[src/hdl/scale_weight_frame_parser_macros.svh]
// ---------------------------------------------------------------------------
// Assertion macros for the scale weight frame parser
// Both macros expect signals named clock and reset where they are used.
// ---------------------------------------------------------------------------
`ifndef SCALE_WEIGHT_FRAME_PARSER_MACROS_SVH
`define SCALE_WEIGHT_FRAME_PARSER_MACROS_SVH

`ifndef NO_ASSERTIONS
// same-cycle implication
`define SWFP_ASSERT_NOW(lbl, ante, cons, msg) \
   lbl: assert property (@(posedge clock) disable iff (reset) (ante) |-> (cons)) \
      else $error(msg);
// next-cycle implication
`define SWFP_ASSERT_NEXT(lbl, ante, cons, msg) \
   lbl: assert property (@(posedge clock) disable iff (reset) (ante) |=> (cons)) \
      else $error(msg);
`else
`define SWFP_ASSERT_NOW(lbl, ante, cons, msg)
`define SWFP_ASSERT_NEXT(lbl, ante, cons, msg)
`endif

`endif

[src/hdl/swfp_pkg.sv]
`timescale 1ns / 1ps
// ---------------------------------------------------------------------------
// swfp_pkg
// Types, character codes and result codes shared by the frame parser.
// ---------------------------------------------------------------------------
package swfp_pkg;

   localparam int BYTE_W   = 8;
   localparam int NUM_W    = 27;
   localparam int POS_W    = 5;
   localparam int HDR_LEN  = 7;
   localparam int TAIL_LEN = 5;

   localparam int SHORT_FRAME_LEN = 18;
   localparam int LONG_FRAME_LEN  = 21;

   // position of the line feed within a line of each accepted length
   localparam logic [POS_W-1:0] SHORT_LF_POS = POS_W'(SHORT_FRAME_LEN - 1);
   localparam logic [POS_W-1:0] LONG_LF_POS  = POS_W'(LONG_FRAME_LEN - 1);

   localparam logic [POS_W-1:0] POS_MAX        = 5'd31;
   localparam logic [POS_W-1:0] NUM_FIRST      = 5'd7;
   localparam logic [POS_W-1:0] NUM_SHORT_LAST = 5'd13;
   localparam logic [POS_W-1:0] NUM_LONG_LAST  = 5'd14;
   localparam logic [POS_W-1:0] ID_FIRST       = 5'd8;
   localparam logic [POS_W-1:0] ID_LAST        = 5'd15;
   localparam logic [POS_W-1:0] TAIL_FIRST     = 5'd14;

   localparam logic [BYTE_W-1:0] CH_CR    = 8'h0D;
   localparam logic [BYTE_W-1:0] CH_LF    = 8'h0A;
   localparam logic [BYTE_W-1:0] CH_MINUS = 8'h2D;
   localparam logic [BYTE_W-1:0] CH_SPACE = 8'h20;
   localparam logic [BYTE_W-1:0] CH_POINT = 8'h2E;
   localparam logic [BYTE_W-1:0] CH_ZERO  = 8'h30;
   localparam logic [BYTE_W-1:0] CH_NINE  = 8'h39;

   localparam logic [2:0] PLACES_MAX = 3'd7;

   localparam logic [1:0] KIND_NONE    = 2'd0;
   localparam logic [1:0] KIND_WEIGHT  = 2'd1;
   localparam logic [1:0] KIND_DELETED = 2'd2;

   localparam logic [1:0] STATUS_NONE = 2'd0;
   localparam logic [1:0] STATUS_OL   = 2'd1;
   localparam logic [1:0] STATUS_ST   = 2'd2;
   localparam logic [1:0] STATUS_US   = 2'd3;

   localparam logic [1:0] MODE_NONE  = 2'd0;
   localparam logic [1:0] MODE_NET   = 2'd1;
   localparam logic [1:0] MODE_GROSS = 2'd2;

   localparam logic [2:0] UNIT_NONE = 3'd0;
   localparam logic [2:0] UNIT_KG   = 3'd1;
   localparam logic [2:0] UNIT_G    = 3'd2;
   localparam logic [2:0] UNIT_LB   = 3'd3;
   localparam logic [2:0] UNIT_HKG  = 3'd4;
   localparam logic [2:0] UNIT_LBOZ = 3'd5;

   localparam logic [1:0] ID_LEADING = 2'd0;
   localparam logic [1:0] ID_DIGITS  = 2'd1;
   localparam logic [1:0] ID_DONE    = 2'd2;

   typedef struct packed {
      logic [POS_W-1:0]                   position;
      logic                               prev_cr;
      logic [0:HDR_LEN-1][BYTE_W-1:0]     header;
      logic [0:TAIL_LEN-1][BYTE_W-1:0]    tail;
      logic [NUM_W-1:0]                   digit_accum;
      logic [2:0]                         place_count;
      logic                               point_seen;
      logic                               bad;
      logic [NUM_W-1:0]                   snap_digits;
      logic [2:0]                         snap_places;
      logic                               snap_bad;
      logic [NUM_W-1:0]                   id_accum;
      logic [1:0]                         id_phase;
   } line_state_type;

   typedef struct packed {
      logic [1:0]       frame_kind;
      logic [1:0]       status_header;
      logic [1:0]       weigh_mode;
      logic             negative;
      logic [2:0]       unit;
      logic [NUM_W-1:0] value_digits;
      logic [2:0]       decimal_places;
      logic             bad_number;
      logic [NUM_W-1:0] deleted_id;
   } result_type;

   function automatic logic is_digit(input logic [BYTE_W-1:0] b);
      return (b >= CH_ZERO) && (b <= CH_NINE);
   endfunction

   // acc * 10 + digit, kept to NUM_W bits
   function automatic logic [NUM_W-1:0] mul10_add(input logic [NUM_W-1:0] acc,
                                                  input logic [3:0] digit);
      logic [NUM_W-1:0] x8;
      logic [NUM_W-1:0] x2;
      x8 = NUM_W'({acc, 3'b000});
      x2 = NUM_W'({acc, 1'b0});
      return x8 + x2 + NUM_W'(digit);
   endfunction

endpackage

[src/hdl/swfp_line_track.sv]
`timescale 1ns / 1ps
// ---------------------------------------------------------------------------
// swfp_line_track
// Per-byte line state: position, stored header and tail bytes, and the
// running number, snapshot and item-number accumulators.
// ---------------------------------------------------------------------------
module swfp_line_track (
   input  logic                            clock,
   input  logic                            reset,
   input  logic                            step,
   input  logic [swfp_pkg::BYTE_W-1:0]     rx_byte,
   output swfp_pkg::line_state_type        state
);
   import swfp_pkg::*;

   line_state_type state_ff;
   line_state_type state_in;
   logic           digit;
   logic [POS_W-1:0] pos;

   assign pos   = state_ff.position;
   assign digit = is_digit(rx_byte);

   always_comb begin
      state_in = state_ff;
      if (step) begin
         if (rx_byte == CH_LF) begin
            state_in = '0;
         end else begin
            for (int i = 0; i < HDR_LEN; i++) begin
               if (pos == POS_W'(i)) state_in.header[i] = rx_byte;
            end
            for (int i = 0; i < TAIL_LEN; i++) begin
               if (pos == TAIL_FIRST + POS_W'(i)) state_in.tail[i] = rx_byte;
            end

            if (pos >= NUM_FIRST && pos <= NUM_LONG_LAST) begin
               if (digit) begin
                  state_in.digit_accum = mul10_add(state_ff.digit_accum, rx_byte[3:0]);
                  if (state_ff.point_seen && state_ff.place_count < PLACES_MAX)
                     state_in.place_count = state_ff.place_count + 3'd1;
               end else if (rx_byte == CH_POINT) begin
                  if (state_ff.point_seen) state_in.bad = 1'b1;
                  else state_in.point_seen = 1'b1;
               end else if (rx_byte != CH_SPACE) begin
                  state_in.bad = 1'b1;
               end
               // short line ends its number field here
               if (pos == NUM_SHORT_LAST) begin
                  state_in.snap_digits = state_in.digit_accum;
                  state_in.snap_places = state_in.place_count;
                  state_in.snap_bad    = state_in.bad;
               end
            end

            if (pos >= ID_FIRST && pos <= ID_LAST) begin
               if (!(state_ff.id_phase == ID_LEADING && rx_byte == CH_SPACE)) begin
                  if ((state_ff.id_phase == ID_LEADING || state_ff.id_phase == ID_DIGITS)
                      && digit) begin
                     state_in.id_accum = mul10_add(state_ff.id_accum, rx_byte[3:0]);
                     state_in.id_phase = ID_DIGITS;
                  end else begin
                     state_in.id_phase = ID_DONE;
                  end
               end
            end

            state_in.prev_cr = (rx_byte == CH_CR);
            if (pos != POS_MAX) state_in.position = pos + 5'd1;
         end
      end
   end

   always_ff @(posedge clock) begin
      if (reset) state_ff <= '0;
      else state_ff <= state_in;
   end

   assign state = state_ff;

endmodule

[src/hdl/swfp_frame_decode.sv]
`timescale 1ns / 1ps
// ---------------------------------------------------------------------------
// swfp_frame_decode
// Builds the result word for the line that a line feed closes.
// ---------------------------------------------------------------------------
module swfp_frame_decode (
   input  swfp_pkg::line_state_type st,
   output swfp_pkg::result_type     res
);
   import swfp_pkg::*;

   logic is_short;
   logic is_long;

   assign is_short = (st.position == SHORT_LF_POS);
   assign is_long  = (st.position == LONG_LF_POS);

   always_comb begin
      res = '0;
      if (st.prev_cr && (is_short || is_long)) begin
         if (is_short && st.header == "DELETED") begin
            res.frame_kind = KIND_DELETED;
            res.deleted_id = st.id_accum;
         end else begin
            res.frame_kind = KIND_WEIGHT;
            if (st.header[0:1] == "OL")      res.status_header = STATUS_OL;
            else if (st.header[0:1] == "ST") res.status_header = STATUS_ST;
            else if (st.header[0:1] == "US") res.status_header = STATUS_US;
            if (st.header[3:4] == "NT")      res.weigh_mode = MODE_NET;
            else if (st.header[3:4] == "GS") res.weigh_mode = MODE_GROSS;
            res.negative = (st.header[6] == CH_MINUS);
            if (is_short) begin
               if (st.tail[0:1] == "lb")      res.unit = UNIT_LB;
               else if (st.tail[0:1] == "kg") res.unit = UNIT_KG;
               else if (st.tail[0:1] == " g") res.unit = UNIT_G;
               res.value_digits   = st.snap_digits;
               res.decimal_places = st.snap_places;
               res.bad_number     = st.snap_bad;
            end else begin
               if (st.tail[1:4] == " hkg")      res.unit = UNIT_HKG;
               else if (st.tail[1:4] == "lboz") res.unit = UNIT_LBOZ;
               res.value_digits   = st.digit_accum;
               res.decimal_places = st.place_count;
               res.bad_number     = st.bad;
            end
         end
      end
   end

endmodule

[src/hdl/swfp_rsp_reg.sv]
`timescale 1ns / 1ps
// ---------------------------------------------------------------------------
// swfp_rsp_reg
// Result register on the response side; reloads in the cycle it drains.
// ---------------------------------------------------------------------------
module swfp_rsp_reg (
   input  logic                 clock,
   input  logic                 reset,
   input  logic                 load,
   input  swfp_pkg::result_type res_in,
   input  logic                 rsp_ready,
   output logic                 rsp_valid,
   output swfp_pkg::result_type res_out,
   output logic                 free
);
   import swfp_pkg::*;

   logic       valid_ff;
   logic       valid_in;
   result_type res_ff;

   assign free     = !valid_ff || rsp_ready;
   assign valid_in = load || (valid_ff && !rsp_ready);

   always_ff @(posedge clock) begin
      if (reset) valid_ff <= 1'b0;
      else valid_ff <= valid_in;
   end

   always_ff @(posedge clock) begin
      if (load) res_ff <= res_in;
   end

   assign rsp_valid = valid_ff;
   assign res_out   = res_ff;

endmodule

[src/hdl/scale_weight_frame_parser.sv]
`timescale 1ns / 1ps
`include "scale_weight_frame_parser_macros.svh"
// ---------------------------------------------------------------------------
// scale_weight_frame_parser
// Decodes ASCII weight lines from a weighing indicator, one byte per word.
// ---------------------------------------------------------------------------
// Bytes enter on the req_ channel (req_rx_byte). Every line feed produces one
// word on the rsp_ channel: a weight record, a deleted item record, or an
// unrecognized-line word with all fields zero. Other bytes produce nothing.
// The csr_ channel writes the pause bit; it is always ready. While paused,
// bytes are taken and dropped, a line feed included.
// A line feed accepted into the input register is decoded into the result
// register, which raises rsp_valid. Throughput is one byte per cycle unless
// a line feed waits for the result register; the decode is a single pass
// between the input and result registers.
// When the receiver holds rsp_ready low, the result register keeps its word;
// bytes other than line feed keep flowing, and a line feed waits in the input
// register until the result register drains, which then back-pressures req_.
// Reset (synchronous, active high) clears the line state, the pause bit and
// both valid flags.
// ---------------------------------------------------------------------------
module scale_weight_frame_parser (
   input  logic                          clock,
   input  logic                          reset,
   input  logic                          req_valid,
   output logic                          req_ready,
   input  logic [swfp_pkg::BYTE_W-1:0]   req_rx_byte,
   output logic                          rsp_valid,
   input  logic                          rsp_ready,
   output logic [1:0]                    rsp_frame_kind,
   output logic [1:0]                    rsp_status_header,
   output logic [1:0]                    rsp_weigh_mode,
   output logic                          rsp_negative,
   output logic [2:0]                    rsp_unit,
   output logic [swfp_pkg::NUM_W-1:0]    rsp_value_digits,
   output logic [2:0]                    rsp_decimal_places,
   output logic                          rsp_bad_number,
   output logic [swfp_pkg::NUM_W-1:0]    rsp_deleted_id,
   input  logic                          csr_valid,
   output logic                          csr_ready,
   input  logic                          csr_paused
);
   import swfp_pkg::*;

   logic              paused_ff;
   logic              in_valid_ff;
   logic              in_valid_in;
   logic [BYTE_W-1:0] in_byte_ff;
   logic              byte_is_lf;
   logic              slot_free;
   logic              advance;
   logic              line_step;
   logic              rsp_load;
   line_state_type    line_st;
   result_type        frame_res;
   result_type        rsp_res;

   assign csr_ready = 1'b1;

   always_ff @(posedge clock) begin
      if (reset) paused_ff <= 1'b0;
      else if (csr_valid) paused_ff <= csr_paused;
   end

   // only a line feed needs room in the result register
   assign byte_is_lf = (in_byte_ff == CH_LF);
   assign advance    = in_valid_ff && (!byte_is_lf || paused_ff || slot_free);
   assign line_step  = advance && !paused_ff;
   assign rsp_load   = line_step && byte_is_lf;
   assign req_ready  = !in_valid_ff || advance;

   always_comb begin
      in_valid_in = in_valid_ff;
      if (req_valid && req_ready) in_valid_in = 1'b1;
      else if (advance) in_valid_in = 1'b0;
   end

   always_ff @(posedge clock) begin
      if (reset) in_valid_ff <= 1'b0;
      else in_valid_ff <= in_valid_in;
   end

   always_ff @(posedge clock) begin
      if (req_valid && req_ready) in_byte_ff <= req_rx_byte;
   end

   swfp_line_track u_track (
      .clock   (clock),
      .reset   (reset),
      .step    (line_step),
      .rx_byte (in_byte_ff),
      .state   (line_st)
   );

   swfp_frame_decode u_decode (
      .st  (line_st),
      .res (frame_res)
   );

   swfp_rsp_reg u_rsp (
      .clock     (clock),
      .reset     (reset),
      .load      (rsp_load),
      .res_in    (frame_res),
      .rsp_ready (rsp_ready),
      .rsp_valid (rsp_valid),
      .res_out   (rsp_res),
      .free      (slot_free)
   );

   assign rsp_frame_kind     = rsp_res.frame_kind;
   assign rsp_status_header  = rsp_res.status_header;
   assign rsp_weigh_mode     = rsp_res.weigh_mode;
   assign rsp_negative       = rsp_res.negative;
   assign rsp_unit           = rsp_res.unit;
   assign rsp_value_digits   = rsp_res.value_digits;
   assign rsp_decimal_places = rsp_res.decimal_places;
   assign rsp_bad_number     = rsp_res.bad_number;
   assign rsp_deleted_id     = rsp_res.deleted_id;

   `SWFP_ASSERT_NOW(a_load_only_on_lf, rsp_load, byte_is_lf && !paused_ff,
      "result loaded from a byte other than line feed")
   `SWFP_ASSERT_NOW(a_plain_byte_never_stalls, in_valid_ff && !byte_is_lf, req_ready,
      "non line feed byte held in input register")
   `SWFP_ASSERT_NEXT(a_position_advances, line_step && !byte_is_lf,
      line_st.position != '0, "line position did not advance")
   `SWFP_ASSERT_NOW(a_non_weight_fields_zero, rsp_valid && rsp_frame_kind != KIND_WEIGHT,
      rsp_status_header == STATUS_NONE && rsp_unit == UNIT_NONE && rsp_value_digits == '0,
      "weight fields set on non-weight word")
   `SWFP_ASSERT_NOW(a_deleted_id_only_deleted, rsp_valid && rsp_frame_kind != KIND_DELETED,
      rsp_deleted_id == '0, "item number set on non-deleted word")

endmodule
[config.mk]
export PLATFORM = sky130hd
export DESIGN_NAME = scale_weight_frame_parser
export DESIGN_NICKNAME = d
export VERILOG_FILES = /design/src/hdl/swfp_pkg.sv /design/src/hdl/swfp_line_track.sv /design/src/hdl/swfp_frame_decode.sv /design/src/hdl/swfp_rsp_reg.sv /design/src/hdl/scale_weight_frame_parser.sv
export VERILOG_INCLUDE_DIRS = /design/src /design/src/hdl
export SDC_FILE = /design/constraint.sdc
export NUM_CORES = 1
export LEC_CHECK = 0
export ABC_AREA = 1
export BUFFER_PORTS_ARGS = -buffer_cell sky130_fd_sc_hd__buf_2
export CORE_MARGIN = 2
export CORE_UTILIZATION = 62
export CTS_CLUSTER_SIZE = 12
export DETAILED_ROUTE_END_ITERATION = 10
export GPL_TIMING_DRIVEN = 0
export PLACE_DENSITY = 0.81
export SYNTH_ARGS = -nofsm -noshare
export SYNTH_HDL_FRONTEND = slang
export SYNTH_SLANG_ARGS = --single-unit
[constraint.sdc]
create_clock -name clock -period 3.85 [get_ports clock]
set_input_delay 0.1925 -clock clock [delete_from_list [all_inputs] [get_ports clock]]
set_output_delay 0.1925 -clock clock [all_outputs]
set_load 0.01 [all_outputs]
==> results.toml <==
[cts]
cts_buffer_depth = 3
cts_sinks = 273
cts_buffers = 29
cts_setup_buffers = 0
htreeDepth = 1
path_clk_slew_ns = 0.07
cts_tree = "built"
worstSkewPairLatency_ns = 0.58
cts_root_buffer = "clkbuf_16"
cts_resized = 0

[grt]
grt-ovfl-total = 0
grt_pass1_wl_mm = 68.0
grt_use_met3 = 0.0508
grt_util_met1 = 0.417
busiest_layer = "met2"
met2_usage = 0.539
antenna_found_initial = 0
grtUsageTotal = 0.323
grt_max_degree = 71
first_global_vias = 13700

[synth]
syn_nets = 2284
post-synth-top-count-cell = "nand2_1"
synth_common_cells = "583 x nand2_1, 293 x inv_1, 222 x nor2_1, 216 x a21oi_1, 197 x dfxtp_1"
synth_top_area_share = 0.256
synth.area.top_cells = "dfxtp_1 26%, edfxtp_1 15%, nand2_1 14%"
synth-edff-count = 76
ys_seq_elements = 273
syn_area_mm2 = 0.0154
yosysWarnings = 0
ys_seq_area_frac = 0.405
synth_top_area_cell = "dfxtp_1"
syn_inst = 2163
avgSynthCellArea_um2 = 7.11
synthArstFlopShare = 0
synth_flop_cell = "dfxtp_1"
ys_types = 45

[cells_and_area]
fin_nets = 2409
n_antenna_cell = 0
num-fill-cells = 2028
utilization = 0.709
drive_gt1_frac = 0.0861
syn2layout_area_growth_pct = 12.1

[detailed_routing]
firstDrtPassIters = 7
via_per_inst = 5.58
num_vias = 14700
drt_iter0_drc = 1265
post_drt_wl_per_cell_um = 16.2
drtAntennaViolNets = 0
finalWirelength_mm = 42.6
drc = 0

[placed_design]
gp_congestion = 0.974
io_buffers = 82
dp_hpwl_mm = 31.1
pre_cts_ws_ns = 0.732

[critical_path]
crit_family = "adder cells"
cp-start-kind = "register"
max_stage_delay_ns = 0.51
crit_type = "register to register"
arrival_ns = 3.66
critical_path_required_ns = 4.29
cp-end-kind = "register"
cp_slowest_cell = "fa_1"
crit_path_frequent_cell = "nand2_1"
path_buf_inv = 1
path_max_fanout = 4
path_cells = "inv_1 > fa_1 > fa_1 > o21ai_0 > nand2_1 > nand2_1 > nand2_1 > nand2_1 > nand2_1 > nand2_1 > nand2_1 > nand3_1 > nand2_1"

[die]
die_x_um = 162
die_height_um = 162
fp.coreArea_mm2 = 0.0243
rows = 57
dieArea_mm2 = 0.0261
start_util = 0.632
boundaryPins = 85

[power]
ir_drop_mv = 0.338
p_leak_nw = 7.37
p_per_area_mw_per_mm2 = 345

[timing]
slew_headroom = 0.366
period_needed_ns = 3.22
setup_slack_ns = 0.635
slew_viol_final = 0
tightestPinTransition_ns = 0.951
period_share = 0.835
final_hold_viol_count = 0
fin_skew_ns = 0.0334
setup_viol = 0
fin_setup_tns_ns = 0
rsz0062_at_grt = "no"
max_clock_freq_ghz = 0.311

[job]
maxCapViolations = 0

[worst_hold_path]
hold_path_class = "input pin to register"

[run_status]
status = "finished, final reports clean"
==> per-layer routing <==
| metal | vias to the layer above | wire [um] |
|---|---|---|
| met5 | - | 0 |
| met2 | 651 | 19500 |
| met3 | 135 | 3770 |
| met4 | 0 | 1730 |
| li1 | 7249 | - |
| met1 | 6657 | 17600 |
==> per-stage QoR <==
stage	power [W]	instance area [um2]	std cells	hold WS, ns
2_1_floorplan	0.00315	15400	2163	0.287
3_3_place_gp	0.00324	16200	2569	0.370
3_5_place_dp	0.00324	16200	2569	0.371
4_1_cts	0.00593	17200	2634	0.287
5_1_grt	0.00608	17200	2634	0.343
6_report	0.00594	17200	2634	0.317
==> final cells by class <==
class                      count  area (um2)  area share
clock inverter                 6        72.6     0.00421
inverter                     307        1150      0.0670
buffer                        72         347      0.0201
tap                          324         405      0.0235
multi-input combinational   1511        7650       0.444
sequential                   273        6230       0.361
clock buffer                  47         853      0.0495
timing repair buffer          94         531      0.0308
==> final timing paths <==
path | start | endpoint | slack, ns | cells after the start
setup / recovery | in_byte_ff[3]$_DFFE_PP_ | u_track.state[28]$_SDFFE_PP0P_ | 0.63 | 13
hold reg to reg | u_track.state[112]$_SDFFE_PP0P_ | u_track.state[112]$_SDFFE_PP0P_ | 0.46 | 2
hold / removal | reset | u_track.state[61]$_SDFFE_PP0P_ | 0.32 | 4
setup reg to reg | in_byte_ff[3]$_DFFE_PP_ | u_track.state[28]$_SDFFE_PP0P_ | 0.63 | 13
==> flip-flops by register name, indices dropped and copies added, names as in the netlist <==
name and flops:
in_byte_ff 8, in_valid_ff 1, paused_ff 1, u_rsp.res_out 68
u_rsp.rsp_valid 1, u_track.pos 5, u_track.state 189
==> worst register-to-register path, stage by stage, from the launching register on <==
cell,delay [ns]
edfxtp_1,0.49
inv_1,0.31
fa_1,0.51
fa_1,0.49
o21ai_0,0.42
nand2_1,0.10
nand2_1,0.15
nand2_1,0.07
nand2_1,0.16
nand2_1,0.10
nand2_1,0.07
nand2_1,0.06
nand3_1,0.09
nand2_1,0.06
==> power breakdown <==
part           internal, W  switching (W)  total (W)
registers          0.00296      0.0000215    0.00298
logic            0.0000553       0.000162   0.000217
clock network      0.00158        0.00116    0.00275
==> layout by cell type (no fill, tap or decap), types with 8 or more instances in the layout <==
| master | instances |
|---|---|
| nand2_1 | 583 |
| inv_1 | 292 |
| nor2_1 | 222 |
| a21oi_1 | 216 |
| dfxtp_1 | 197 |
| nand3_1 | 124 |
| buf_2 | 107 |
| ha_1 | 103 |
| o21ai_0 | 88 |
| edfxtp_1 | 76 |
| clkbuf_1 | 44 |
| nand4_1 | 34 |
| clkbuf_16 | 29 |
| nor3_1 | 24 |
| o21ai_1 | 21 |
| nor4_1 | 14 |
| inv_2 | 13 |
| nand3b_1 | 13 |
| dlygate4sd3_1 | 12 |
| buf_4 | 10 |
| nand2_2 | 8 |
==> cells by family after synthesis <==
logic type      after synthesis  share of synthesized area
compound gates              350                      0.118
xor+xnor                     14                    0.00797
fa+ha+maj                   107                     0.0890
buf+inv                     379                     0.0975
flops                       273                      0.405
other cells                   1                   0.000244
simple gates               1039                      0.283
==> repair_timing <==
| item | in CTS | in global routing |
|---|---|---|
| hold buffers | 12 | 0 |
| endpoints found under the hold margin | 11 | 0 |
| setup endpoints to repair | 0 | 0 |
Power figures use the tool's default switching activity.
